[src/rtl/ctt_pkg.sv]
`timescale 1ns / 1ps
// ----------------------------------------------------------------------------
// ctt_pkg
// types, codes and character constants for the configuration text tokenizer
// ----------------------------------------------------------------------------
package ctt_pkg;

  // default limits
  localparam int unsigned MaxWordLenDefault = 4096;
  localparam int unsigned MaxNestingDefault = 16;

  // fixed field widths
  localparam int unsigned NestW = 5;
  localparam int unsigned ArgW  = 8;
  localparam int unsigned LineW = 24;

  localparam logic [ArgW-1:0]  ArgMax  = '1;
  localparam logic [LineW-1:0] LineMax = '1;

  // characters
  localparam logic [7:0] ChLf     = 8'h0a;
  localparam logic [7:0] ChCr     = 8'h0d;
  localparam logic [7:0] ChTab    = 8'h09;
  localparam logic [7:0] ChSpace  = 8'h20;
  localparam logic [7:0] ChSemi   = 8'h3b;
  localparam logic [7:0] ChLBrace = 8'h7b;
  localparam logic [7:0] ChRBrace = 8'h7d;
  localparam logic [7:0] ChHash   = 8'h23;
  localparam logic [7:0] ChDQuote = 8'h22;
  localparam logic [7:0] ChSQuote = 8'h27;

  typedef enum logic [2:0] {
    EV_NONE        = 3'd0,
    EV_DIR_END     = 3'd1,
    EV_BLOCK_START = 3'd2,
    EV_BLOCK_END   = 3'd3,
    EV_CLEAN_END   = 3'd4,
    EV_ERROR       = 3'd5
  } event_e;

  typedef enum logic [3:0] {
    ERR_STRAY_AFTER_QUOTE = 4'd0,
    ERR_EMPTY_DIRECTIVE   = 4'd1,
    ERR_BLOCK_NO_NAME     = 4'd2,
    ERR_CLOSE_AFTER_ARGS  = 4'd3,
    ERR_EOF_IN_DIRECTIVE  = 4'd4,
    ERR_CLOSE_AT_TOP      = 4'd5,
    ERR_EOF_IN_BLOCK      = 4'd6,
    ERR_WORD_TOO_LONG     = 4'd7,
    ERR_NESTING_TOO_DEEP  = 4'd8
  } err_e;

  typedef struct packed {
    logic [7:0] text_byte;
    logic       end_of_input;
  } tok_in_t;

  typedef struct packed {
    logic             word_byte;
    logic             word_start;
    logic             word_end;
    event_e           event_res;
    err_e             error_code;
    logic [LineW-1:0] line_number;
    logic [NestW-1:0] nesting_depth;
    logic [ArgW-1:0]  argument_count;
  } tok_out_t;

endpackage

[src/rtl/config_text_tokenizer.sv]
`timescale 1ns / 1ps
// ----------------------------------------------------------------------------
// config_text_tokenizer
// byte-at-a-time tokenizer for block-structured configuration text
// ----------------------------------------------------------------------------
// One transaction carries one text byte or the end-of-input marker, and each
// one produces exactly one result transaction. The block sustains one
// transaction per cycle: the whole tokenizer state (quote and comment flags,
// word length, argument, depth and line counters) is updated combinationally
// between the input register and the result register, so an item passes
// the input register and then the result register, and throughput is one
// item per clock while the output side takes results. The input register
// can hold one more item while a result waits under stall. Any error halts
// the tokenizer: every later item reports the held error code until reset.
module config_text_tokenizer #(
  parameter int unsigned MAX_WORD_LEN = ctt_pkg::MaxWordLenDefault,
  parameter int unsigned MAX_NESTING  = ctt_pkg::MaxNestingDefault
) (
  input  logic              clk_i,
  input  logic              rst_ni,
  // input channel
  input  logic              in_valid_i,
  output logic              in_stall_o,
  input  ctt_pkg::tok_in_t  in_data_i,
  // result channel
  output logic              out_valid_o,
  input  logic              out_stall_i,
  output ctt_pkg::tok_out_t out_data_o
);
  import ctt_pkg::*;

  localparam int unsigned WlenW  = $clog2(MAX_WORD_LEN + 1);
  localparam int unsigned DepthW = $clog2(MAX_NESTING + 1);

  localparam logic [WlenW-1:0]  WlenLimit  = WlenW'(MAX_WORD_LEN);
  localparam logic [DepthW-1:0] DepthLimit = DepthW'(MAX_NESTING);

  // pipeline registers
  logic     in_valid_q;
  tok_in_t  in_q;
  logic     out_valid_q;
  tok_out_t out_q;
  tok_out_t res;

  // tokenizer state
  logic              comment_q, comment_d;
  logic              dquote_q, dquote_d;
  logic              squote_q, squote_d;
  logic              need_sep_q, need_sep_d;
  logic              after_space_q, after_space_d;
  logic [ArgW-1:0]   arg_q, arg_d;
  logic [WlenW-1:0]  wlen_q, wlen_d;
  logic [DepthW-1:0] depth_q, depth_d;
  logic [LineW-1:0]  line_q, line_d;
  logic              halted_q, halted_d;
  err_e              err_q, err_d;

  logic advance;

  function automatic logic is_blank(input logic [7:0] c);
    return (c == ChSpace) || (c == ChTab) || (c == ChCr) || (c == ChLf);
  endfunction

  // an item moves to the result register when that register is free or leaving
  assign advance    = in_valid_q && !(out_valid_q && out_stall_i);
  assign in_stall_o = in_valid_q && out_valid_q && out_stall_i;

  always_comb begin
    logic [7:0] c;
    logic       clear;
    logic       restart;
    logic       in_comment_now;
    logic       closes;
    logic       text;
    logic       open_req;
    logic       wb, ws, we;
    event_e     ev;

    c              = in_q.text_byte;
    clear          = 1'b0;
    restart        = 1'b0;
    closes         = 1'b0;
    text           = 1'b0;
    open_req       = 1'b0;
    wb             = 1'b0;
    ws             = 1'b0;
    we             = 1'b0;
    ev             = EV_NONE;
    in_comment_now = comment_q && (c != ChLf);

    comment_d     = comment_q;
    dquote_d      = dquote_q;
    squote_d      = squote_q;
    need_sep_d    = need_sep_q;
    after_space_d = after_space_q;
    arg_d         = arg_q;
    wlen_d        = wlen_q;
    depth_d       = depth_q;
    line_d        = line_q;
    halted_d      = halted_q;
    err_d         = err_q;

    if (halted_q) begin
      ev = EV_ERROR;
    end else if (in_q.end_of_input) begin
      if ((arg_q != '0) || !after_space_q) begin
        ev       = EV_ERROR;
        halted_d = 1'b1;
        err_d    = ERR_EOF_IN_DIRECTIVE;
      end else if (depth_q != '0) begin
        ev       = EV_ERROR;
        halted_d = 1'b1;
        err_d    = ERR_EOF_IN_BLOCK;
      end else begin
        ev      = EV_CLEAN_END;
        restart = 1'b1;
      end
    end else begin
      // every line feed counts a line and ends a comment
      if (c == ChLf) begin
        if (line_q != LineMax) begin
          line_d = line_q + 1'b1;
        end
        comment_d = 1'b0;
      end
      if (in_comment_now) begin
        // comment text is dropped
      end else if (need_sep_q) begin
        if (is_blank(c)) begin
          after_space_d = 1'b1;
          need_sep_d    = 1'b0;
        end else if (c == ChSemi) begin
          ev = EV_DIR_END;
        end else if (c == ChLBrace) begin
          open_req = 1'b1;
        end else begin
          ev       = EV_ERROR;
          halted_d = 1'b1;
          err_d    = ERR_STRAY_AFTER_QUOTE;
        end
      end else if (after_space_q) begin
        if (is_blank(c)) begin
          // skip
        end else if (c == ChSemi) begin
          if (arg_q == '0) begin
            ev       = EV_ERROR;
            halted_d = 1'b1;
            err_d    = ERR_EMPTY_DIRECTIVE;
          end else begin
            ev = EV_DIR_END;
          end
        end else if (c == ChLBrace) begin
          if (arg_q == '0) begin
            ev       = EV_ERROR;
            halted_d = 1'b1;
            err_d    = ERR_BLOCK_NO_NAME;
          end else begin
            open_req = 1'b1;
          end
        end else if (c == ChRBrace) begin
          if (arg_q != '0) begin
            ev       = EV_ERROR;
            halted_d = 1'b1;
            err_d    = ERR_CLOSE_AFTER_ARGS;
          end else if (depth_q == '0) begin
            ev       = EV_ERROR;
            halted_d = 1'b1;
            err_d    = ERR_CLOSE_AT_TOP;
          end else begin
            depth_d = depth_q - 1'b1;
            ev      = EV_BLOCK_END;
          end
        end else if (c == ChHash) begin
          comment_d = 1'b1;
        end else begin
          ws            = 1'b1;
          after_space_d = 1'b0;
          if (c == ChDQuote) begin
            dquote_d = 1'b1;
            wlen_d   = '0;
          end else if (c == ChSQuote) begin
            squote_d = 1'b1;
            wlen_d   = '0;
          end else begin
            wb     = 1'b1;
            wlen_d = WlenW'(1);
          end
        end
      end else begin
        // inside a word
        if (dquote_q) begin
          if (c == ChDQuote) begin
            dquote_d   = 1'b0;
            need_sep_d = 1'b1;
            closes     = 1'b1;
          end else begin
            text = 1'b1;
          end
        end else if (squote_q) begin
          if (c == ChSQuote) begin
            squote_d   = 1'b0;
            need_sep_d = 1'b1;
            closes     = 1'b1;
          end else begin
            text = 1'b1;
          end
        end else if (is_blank(c) || (c == ChSemi) || (c == ChLBrace)) begin
          after_space_d = 1'b1;
          closes        = 1'b1;
        end else begin
          text = 1'b1;
        end

        if (text) begin
          if (wlen_q >= WlenLimit) begin
            ev       = EV_ERROR;
            halted_d = 1'b1;
            err_d    = ERR_WORD_TOO_LONG;
          end else begin
            wlen_d = wlen_q + 1'b1;
            wb     = 1'b1;
          end
        end else if (closes) begin
          we     = 1'b1;
          wlen_d = '0;
          if (arg_q != ArgMax) begin
            arg_d = arg_q + 1'b1;
          end
          if (c == ChSemi) begin
            ev = EV_DIR_END;
          end else if (c == ChLBrace) begin
            open_req = 1'b1;
          end
        end
      end

      // block open, shared by the bare and quoted paths
      if (open_req) begin
        if (depth_q >= DepthLimit) begin
          ev       = EV_ERROR;
          halted_d = 1'b1;
          err_d    = ERR_NESTING_TOO_DEEP;
        end else begin
          depth_d = depth_q + 1'b1;
          ev      = EV_BLOCK_START;
        end
      end
    end

    // error items carry no word flags
    if (ev == EV_ERROR) begin
      wb = 1'b0;
      ws = 1'b0;
      we = 1'b0;
    end

    res.word_byte      = wb;
    res.word_start     = ws;
    res.word_end       = we;
    res.event_res      = ev;
    res.error_code     = (ev == EV_ERROR) ? err_d : ERR_STRAY_AFTER_QUOTE;
    res.line_number    = line_d;
    res.nesting_depth  = NestW'(depth_d);
    res.argument_count = arg_d;

    // directive end, block start and block end begin a fresh directive
    clear = (ev == EV_DIR_END) || (ev == EV_BLOCK_START) || (ev == EV_BLOCK_END);
    if (clear || restart) begin
      comment_d     = 1'b0;
      dquote_d      = 1'b0;
      squote_d      = 1'b0;
      need_sep_d    = 1'b0;
      after_space_d = 1'b1;
      arg_d         = '0;
      wlen_d        = '0;
    end
    // a clean end lets a new text start from line one
    if (restart) begin
      line_d = LineW'(1);
    end
  end

  // tokenizer state, updated once per item moving to the result register
  always_ff @(posedge clk_i or negedge rst_ni) begin
    if (!rst_ni) begin
      comment_q     <= 1'b0;
      dquote_q      <= 1'b0;
      squote_q      <= 1'b0;
      need_sep_q    <= 1'b0;
      after_space_q <= 1'b1;
      arg_q         <= '0;
      wlen_q        <= '0;
      depth_q       <= '0;
      line_q        <= LineW'(1);
      halted_q      <= 1'b0;
      err_q         <= ERR_STRAY_AFTER_QUOTE;
    end else if (advance) begin
      comment_q     <= comment_d;
      dquote_q      <= dquote_d;
      squote_q      <= squote_d;
      need_sep_q    <= need_sep_d;
      after_space_q <= after_space_d;
      arg_q         <= arg_d;
      wlen_q        <= wlen_d;
      depth_q       <= depth_d;
      line_q        <= line_d;
      halted_q      <= halted_d;
      err_q         <= err_d;
    end
  end

  // input register valid
  always_ff @(posedge clk_i or negedge rst_ni) begin
    if (!rst_ni) begin
      in_valid_q <= 1'b0;
    end else if (!in_stall_o) begin
      in_valid_q <= in_valid_i;
    end
  end

  // input register payload
  always_ff @(posedge clk_i) begin
    if (in_valid_i && !in_stall_o) begin
      in_q <= in_data_i;
    end
  end

  // result register valid
  always_ff @(posedge clk_i or negedge rst_ni) begin
    if (!rst_ni) begin
      out_valid_q <= 1'b0;
    end else if (advance) begin
      out_valid_q <= 1'b1;
    end else if (!out_stall_i) begin
      out_valid_q <= 1'b0;
    end
  end

  // result register payload
  always_ff @(posedge clk_i) begin
    if (advance) begin
      out_q <= res;
    end
  end

  assign out_valid_o = out_valid_q;
  assign out_data_o  = out_q;

  // once halted, the tokenizer stays halted
  assert property (@(posedge clk_i) disable iff (!rst_ni) halted_q |=> halted_q)
    else $error("halted flag cleared without reset");

  // a halted tokenizer answers every item with an error
  assert property (@(posedge clk_i) disable iff (!rst_ni)
    (advance && halted_q) |=> (out_data_o.event_res == EV_ERROR))
    else $error("item after an error did not report the error");

  // error results carry no word flags
  assert property (@(posedge clk_i) disable iff (!rst_ni)
    (out_valid_o && (out_data_o.event_res == EV_ERROR)) |->
      !(out_data_o.word_byte || out_data_o.word_start || out_data_o.word_end))
    else $error("word flag set on an error result");

  // comment and quote modes exclude each other
  assert property (@(posedge clk_i) disable iff (!rst_ni)
    !(comment_q && (dquote_q || squote_q)) && !(dquote_q && squote_q))
    else $error("conflicting comment and quote modes");

  // block depth never passes the nesting limit
  assert property (@(posedge clk_i) disable iff (!rst_ni) depth_q <= DepthLimit)
    else $error("nesting depth beyond the limit");

endmodule
[config.mk]
export PLATFORM = sky130hd
export DESIGN_NAME = config_text_tokenizer
export DESIGN_NICKNAME = d
export VERILOG_FILES = /design/src/rtl/ctt_pkg.sv /design/src/rtl/config_text_tokenizer.sv
export SDC_FILE = /design/constraint.sdc
export NUM_CORES = 1
export LEC_CHECK = 0
export ABC_AREA = 0
export BUFFER_PORTS_ARGS = -buffer_cell sky130_fd_sc_hd__buf_2
export CAP_MARGIN = 20
export CORE_MARGIN = 5
export CORE_UTILIZATION = 60
export CTS_BUF_LIST = sky130_fd_sc_hd__clkbuf_4 sky130_fd_sc_hd__clkbuf_8
export CTS_CLUSTER_SIZE = 8
export DETAILED_ROUTE_END_ITERATION = 8
export PLACE_DENSITY_LB_ADDON = 0.3
export SYNTH_ARGS = -nofsm -noshare
export SYNTH_HDL_FRONTEND = slang
export SYNTH_SLANG_ARGS = --single-unit
[constraint.sdc]
create_clock -name clk_i -period 5.9 [get_ports clk_i]
set_clock_uncertainty 0.15 [all_clocks]
set_input_delay 0.59 -clock clk_i [delete_from_list [all_inputs] [get_ports clk_i]]
set_output_delay 0.59 -clock clk_i [all_outputs]
set_load 0.02 [all_outputs]
**After elaboration in Yosys (flattened, before gate mapping)**

Cells that the tools add are included.

- Register bits: 118
- Bits of input ports: 13
- Output and inout port bits: 49

- $add $sub $neg: 5
- Multiplexer cells: 224
- Reduce and logical (&&, ||, !) cells: 32
- Equal/unequal tests: 33
- Bitwise gates (word level): 1
- Order comparisons: 2

Operators with widths:

| kind | number |
|---|---|
| $mux W13 | 14 |
| $mux W1 | 141 |
| $mux W24 | 5 |
| $mux W4 | 22 |
| $mux W8 | 9 |
| $mux W5 | 13 |
| $mux W3 | 20 |
| $eq A8 B6 Y1 const B | 5 |
| $add A24 B1 Y24 const B | 1 |
| $eq A8 B4 Y1 const B | 3 |
| $ne A24 B24 Y1 const B | 1 |
| $ne A3 B2 Y1 const B | 6 |
| $eq A8 B7 Y1 const B | 2 |
| $add A13 B1 Y13 const B | 1 |
| $ge A13 B13 Y1 const B | 1 |
| $reduce_and A13 Y1 | 1 |
| $ne A3 B1 Y1 const B | 4 |
| $reduce_and A12 Y1 | 1 |
| $reduce_and A11 Y1 | 1 |
| $ne A2 B1 Y1 const B | 5 |
| $reduce_or A10 Y1 | 1 |
| $logic_or A1 B1 Y1 | 9 |
| $add A8 B1 Y8 const B | 1 |
| $logic_not A8 Y1 | 1 |
| 21 further kinds | 29 |

**Logic depth before layout (Yosys ltp)**

Gate-level depths: netlist of the first run.

- Depth after elaboration: 30
- Depth in mapped cells: 12
- Depth with buffers taken out: 11

**Worst setup path after synthesis of the first run**

No wires, ideal clock.

- Kind: input-to-reg
- Start point: input out_stall_i
- End point: register line_q[6]
- Buffers on the path: 1
- Data arrival time: 2.895 ns
- Setup time: 0.132 ns
- Cell stages on the path: 7
- Slack: 2.723 ns
- Path through: nand2_1 -> nand2_1 -> clkinv_1 -> clkbuf_1 -> o21ai_0 -> nand2_1 -> o31ai_1

- Word-level cells in the longest chain between the ends: 3

RTL lines:

| item | RTL line | text |
|---|---|---|
| from (decl) | config_text_tokenizer.sv:27 | `input logic out_stall_i,` |
| $logic_and A1 B1 Y1 | config_text_tokenizer.sv:65 | `assign advance = in_valid_q && !(out_valid_q && out_stall_i);` |
| $logic_not A1 Y1 | config_text_tokenizer.sv:65 |  |
| $logic_and A1 B1 Y1 | config_text_tokenizer.sv:65 |  |
| net advance | config_text_tokenizer.sv:58 | `logic advance;` |
| to (signal assigned) | config_text_tokenizer.sv:294 | `line_q <= LineW'(1);` |
| to (signal assigned) | config_text_tokenizer.sv:306 | `line_q <= line_d;` |
| to (decl) | config_text_tokenizer.sv:54 | `logic [LineW-1:0] line_q, line_d;` |

The timed path passes the listed nets, and every way through them passes these cells.
A chain may end at the register's enable or synchronous reset.

==> metrics, run 1 <==
Achievable Freq=256 MHz; Hold WS=0.163 ns; DP Worst Slack=between 1.5 and 2 ns; RePlAce Congestion=0.927; Max clock buf depth=2; total vias in the final route=between 5000 and 6000; gr usage total=25.4%; # hold bufs at CTS=0; core region area=0.0107 mm2; DRT antenna net count=0; post-route minimum period=3.91 ns; Sequential Power Share=50.9%; min-delay worst type=in2async; Non-Filler Instances=around 860; cells on worst reg2reg path=6; vias in the first global route=5273; total gr overflow=0; Most used DFF post-synth=dfrtp_1; post-CTS setup buffers=0; mapped cell area=0.00654 mm2; Die Footprint=0.0131 mm2; DRT Wirelength=approximately 16 mm; DRT iter0 DRCs=520; Pins Over Slew Limit=0; Comb pwr share=8.8%; largest net degree at the start of global routing=63; antenna violations before repair=0; wire per inst=approximately 19 um; P_leak=2.87 nW; dpl hpwl=11.0 mm; worst vdd ir=between 150 and 200 uV; async set-or-reset flop fraction in the synthesized netlist=between 50% and 60%; area growth from synthesis to layout=11.5%; Required @ worst endpoint=5.93 ns; Synth Instances=approximately 650; sequential area share after synthesis=between 40% and 50%; post-synthesis compound-gate area fraction=20.6%; Die Width=around 110 um; row count=38; proportion of synthesized area in mux cells=0.975%; Post-Place Cells=825; M1 GR Usage=33.7%; GRT busiest layer=met2; port bufs=between 60 and 70; slew margin rel.=between 20% and 30%; Netlist cell types=77; Synth Area in Adders=1.53%; routing usage on met2=40.4%; grt met3 use=5.87%; kind of critical path=reg2reg; power per standard cell area=250 mW/mm2; Post-Synthesis Net Count=675; fin crit share=66.2%; Yosys reg bits=about 120; P_int=between 1 and 1.5 mW; PostCTS Resize Cnt=0; max-cap violations=0; Post-synth EDFFs=56; Initial Util=60.9%; DRC viols=0; Sw Pwr=0.456 mW; Sw Ratio=25.0%; TNS Setup=0 ns; total number of yosys warnings=0; H-Tree Level Count=4; Die H=114 um; Hold Vio Cnt, Final=0; first-pass GRT wire length=26.2 mm; Nets=approximately 730; pin slew with the least headroom to its limit=between 1 and 1.5 ns; largest family of logic cells by synthesized area=compound AO/OA/AOI/OAI gates; Worst Slack Setup Final=approximately 2 ns; XOR/XNOR Fraction of Synth Area=3.75%; Clock Power Share=40.3%; Clock Latency Late Sink=0.45 ns; Synth Area per Inst=10.0 um2; Simple-Gate Fraction of Synth Area=20.2%; critical path endpoint category=flop; # fillers=around 830; Root Driver=clkbuf_8; RSZ-0062 raised after global routing=no; CP Launch Type=flop; DR vias/cell=6.59; number of I/O pins=62; outcome=completed; Sink Count=around 120; TritonRoute pass-1 iters=5; Arrival @ worst endpoint=3.94 ns; maximum fanout along the worst path=14; setup violators final=0; CTS Buf Count=17; area of the multi-input gates=just over 0.003 mm2; layout cell share with drive strength beyond 1=17.7%; diode count=0; CTS tree=yes; Clk pin slew, worst setup/hold paths=0.08 ns; FF+latch area=0.00324 mm2
[placed cells by master (no fill, tap or decap), types with 19 or more instances in the layout]
master / n
a22o_1: 24
buf_2: 62
clkbuf_8: 19
dfrtp_1: 60
edfxtp_1: 56
inv_1: 20
nand2_1: 57
nand3_1: 41
nor2_1: 39
o21ai_0: 51
xnor2_1: 22
[registers in the layout (all words and copies together) (netlist names)]
| signal | cells |
|---|---|
| out_data_o | 47 |
| line_q | 24 |
| wlen_q | 13 |
| in_q | 9 |
| arg_q | 8 |
| depth_q | 5 |
| err_q | 4 |
| after_space_q | 1 |
| comment_q | 1 |
| dquote_q | 1 |
| halted_q | 1 |
| in_valid_q | 1 |
| need_sep_q | 1 |
| out_valid_o | 1 |
| squote_q | 1 |
[per-stage QoR]
step | utilization (%) | power (mW) | instance area, um2
2_1_floorplan | - | 1.05 | 6540
3_3_place_gp | 64.2 | 1.10 | 6900
3_5_place_dp | 64.2 | 1.11 | 6900
4_1_cts | 67.9 | 1.83 | 7290
5_1_grt | 67.9 | 1.89 | 7300
6_report | 67.9 | 1.82 | 7300
[kinds of logic (layout without fill, tap and decap cells)]
| kind of cell | count (synthesis) | in the layout |
|---|---|---|
| flops | 118 | 118 |
| mux | 6 | 6 |
| xor+xnor | 28 | 28 |
| fa+ha+maj | 8 | 8 |
| simple gates | 251 | 251 |
| buf+inv | 55 | 119 |
| compound gates | 188 | 188 |
[Yosys cell counts (8+ instances only)]
cell	number	share of area (%)
and3_1	14	1.3
a31oi_1	14	1.3
a21oi_1	18	1.4
nor2_1	39	2.2
o21ai_0	51	3.9
xnor2_1	22	2.9
ha_1	8	1.5
nand2_1	57	3.3
o31ai_1	16	1.8
clkbuf_1	27	1.5
nand2b_1	15	1.4
inv_1	20	1.1
or2_2	8	0.76
nand3_1	41	3.1
or3_1	10	0.96
dfrtp_1	60	23
nor3_1	14	1.1
nand4_1	14	1.3
edfxtp_1	56	26
a22o_1	24	3.2
[cell type report]
type,count,share of cell area [%]
clock buffers,23,3.99
clock inverters,9,1.39
inverters,22,1.13
multi-input cells,481,42.2
flip-flops and latches,118,44.3
well taps,140,2.40
repair buffers,65,4.56
[power groups by stage]
stage | clock network [mW] | registers [mW] | logic, mW
3_3_place_gp | 0 | 0.942 | 0.160
2_1_floorplan | 0 | 0.968 | 0.0810
3_5_place_dp | 0 | 0.944 | 0.163
6_report | 0.734 | 0.928 | 0.161
5_1_grt | 0.783 | 0.933 | 0.178
4_1_cts | 0.742 | 0.928 | 0.163
[critical path, cell delays in order (launching register included)]
cell       delay (ns)
dfrtp_1          0.54
or2_2            0.49
nor4_1           0.87
o2111ai_1        0.32
nor2_1           0.81
nand3_1          0.24
xnor2_1          0.20
[final timing paths]
kind	to	slack, ns	startpoint
setup / recovery	out_data_o[34]$_DFFE_PP_	1.99	halted_q$_DFFE_PN0P_
hold / removal	arg_q[5]$_DFFE_PN0P_	0.16	rst_ni
setup reg to reg	out_data_o[34]$_DFFE_PP_	1.99	halted_q$_DFFE_PN0P_
hold reg to reg	out_valid_o$_DFFE_PN0P_	0.34	in_valid_q$_DFFE_PN0N_
max in group asynchronous	dquote_q$_DFFE_PN0P_	4.88	rst_ni
min in group clk_i	in_q[3]$_DFFE_PP_	0.17	in_data_i[3]
[per-layer routing]
metal | vias to the layer above | routed length [um]
met3 | 35 | 1290
met4 | 0 | 384
met5 | - | 0
met1 | 2762 | 6680
li1 | 2582 | -
met2 | 276 | 7540
No activity file was read; power rests on OpenSTA's default activity.
==> run 2, diff against run 1 <==
==> constraint.sdc (replaced) <==
create_clock -name clk_i -period 3.73 [get_ports clk_i]
set_clock_uncertainty 0.15 [all_clocks]
set_input_delay 0.373 -clock clk_i [delete_from_list [all_inputs] [get_ports clk_i]]
set_output_delay 0.373 -clock clk_i [all_outputs]
set_load 0.02 [all_outputs]
==> run 2 against run 1 <==
Against the previous run: non-clock buffer count is 37 higher; design area increased by 5.1%; total power rose by 68%; sequential cell count unchanged; largest cell class unchanged; largest power group unchanged.
==> metrics, run 2 (synthesis gave the netlist of run 1 again) <==
min-delay worst type=reg2reg; critical path endpoint category=flop; CTS tree=yes; DRT antenna net count=0; Arrival @ worst endpoint=3.66 ns; Sink Count=118; Area after DPL=0.00710 mm2; antenna violations before repair=0; RSZ-0062 raised after global routing=no; layout cell share with drive strength beyond 1=20.4%; Clock Latency Late Sink=0.46 ns; Required @ worst endpoint=3.93 ns; maximum fanout along the worst path=13; dpl hpwl=about 11 mm; WL met3=1.31 mm; pin slew with the least headroom to its limit=a little under 1 ns; largest net degree at the start of global routing=48; H-Tree Level Count=4; commonest non-fill, non-tap cell in the layout=buf_2; TritonRoute pass-1 iters=6; worst vdd ir=287 uV; Clk pin slew, worst setup/hold paths=around 0.07 ns; DRT iter0 DRCs=687; area growth from synthesis to layout=17.2%; P_leak=3.07 nW; post-route minimum period=3.46 ns; DR vias/cell=6.45; setup violators final=0; final instance area=0.00767 mm2; final core occ=71.4%; CTS Buf Count=17; Achievable Freq=289 MHz; slew margin rel.=35.7%; Hold WS=0.372 ns; commonest cells after routing, fill and taps aside=61 x buf_2, 60 x dfrtp_1, 57 x nand2_1, 56 x edfxtp_1, 51 x o21ai_0; port bufs=61; power per standard cell area=400 mW/mm2; number of I/O pins=62; Nets=763; top routing layer in use=met4; max-cap violations=0; total power=3.07 mW; row count=38; Root Driver=clkbuf_8; total gr overflow=0; Initial Util=60.9%; outcome=completed; fin crit share=92.7%; RePlAce Congestion=1.01; Hold Vio Cnt, Final=0; Pins Over Slew Limit=0; met1 WL=7.19 mm; wire per inst=19.0 um; CP Launch Type=flop; Die Width=114 um; DRT Wirelength=17.0 mm; Max clock buf depth=2; max FFs per register=47; DRC viols=0; post-CTS setup buffers=0; Die H=114 um; TNS Setup=0 ns; total vias in the final route=5771; gr usage total=27.3%; first-pass GRT wire length=28.0 mm; core region area=0.0107 mm2; diode count=0; Die Footprint=0.0131 mm2; kind of critical path=reg2reg; vias in the first global route=5560; met2 wire length=8.07 mm
==> run 2: changes by cell type in the layout (fill, tap and decap cells not counted), sizes merged <==
cell,change
clkinv,-1
clkbuf,-3
dlygate4sd3,+12
buf,+25
bufinv,+2
inv,+1
clkinvlp,+1
==> run 2: worst max-delay path: stages, from the launching register on <==
cell and delay, ns:
edfxtp_1 0.57, nor4b_1 0.48, a41oi_1 0.31, a311oi_4 0.35, buf_4 0.19, nor4_1 0.08, o21ai_2 0.21, and2_4 0.20
inv_2 0.10, o31a_4 0.44, a22o_1 0.26
==> run 2: cell type report <==
class / instances / area, um2
fill: 808 / 3080
timing repair buffer: 102 / 643
clock inverter: 12 / 174
multi-input combinational: 481 / 3080
clock buffer: 20 / 275
tap: 140 / 175
inverter: 22 / 82.6
sequential: 118 / 3240
==> run 2: what timing repair did <==
action,in CTS,in global routing
endpoints found under the setup margin,0,11
gates resized for setup,0,1
hold endpoints to repair,49,0
hold buffers,12,0
==> run 2: path summary, 6_finish.rpt <==
kind	from	endpoint	slack [ns]	cells after the start
setup reg to reg	in_q[7]$_DFFE_PP_	wlen_q[6]$_DFFE_PN0P_	0.27	10
max in group asynchronous	rst_ni	after_space_q$_DFFE_PN1P_	2.04	3
hold reg to reg	in_valid_q$_DFFE_PN0N_	out_valid_o$_DFFE_PN0P_	0.37	1
min in group asynchronous	rst_ni	arg_q[6]$_DFFE_PN0P_	0.45	2
hold / removal	in_valid_q$_DFFE_PN0N_	out_valid_o$_DFFE_PN0P_	0.37	1
setup / recovery	in_q[7]$_DFFE_PP_	wlen_q[6]$_DFFE_PN0P_	0.27	10
==> run 2: power by group <==
group	internal [mW]	switching (mW)	total [mW]
Clock	0.779	0.536	1.31
Sequential	1.43	0.0384	1.47
Combinational	0.0971	0.188	0.285
==> run 2: routing by layer <==
| layer | vias up | track usage (%) |
|---|---|---|
| li1 | 2647 | - |
| met1 | 2795 | 36.4 |
| met2 | 284 | 42.7 |
| met3 | 45 | 7.19 |
| met4 | 0 | 10.9 |
| met5 | - | 0 |
==> run 2: metrics by stage <==
stage          setup slack, ns  cells
2_1_floorplan            0.660    654
3_3_place_gp             0.345    851
3_5_place_dp             0.240    851
4_1_cts                  0.187    895
5_1_grt                 0.0243    895
6_report                 0.272    895
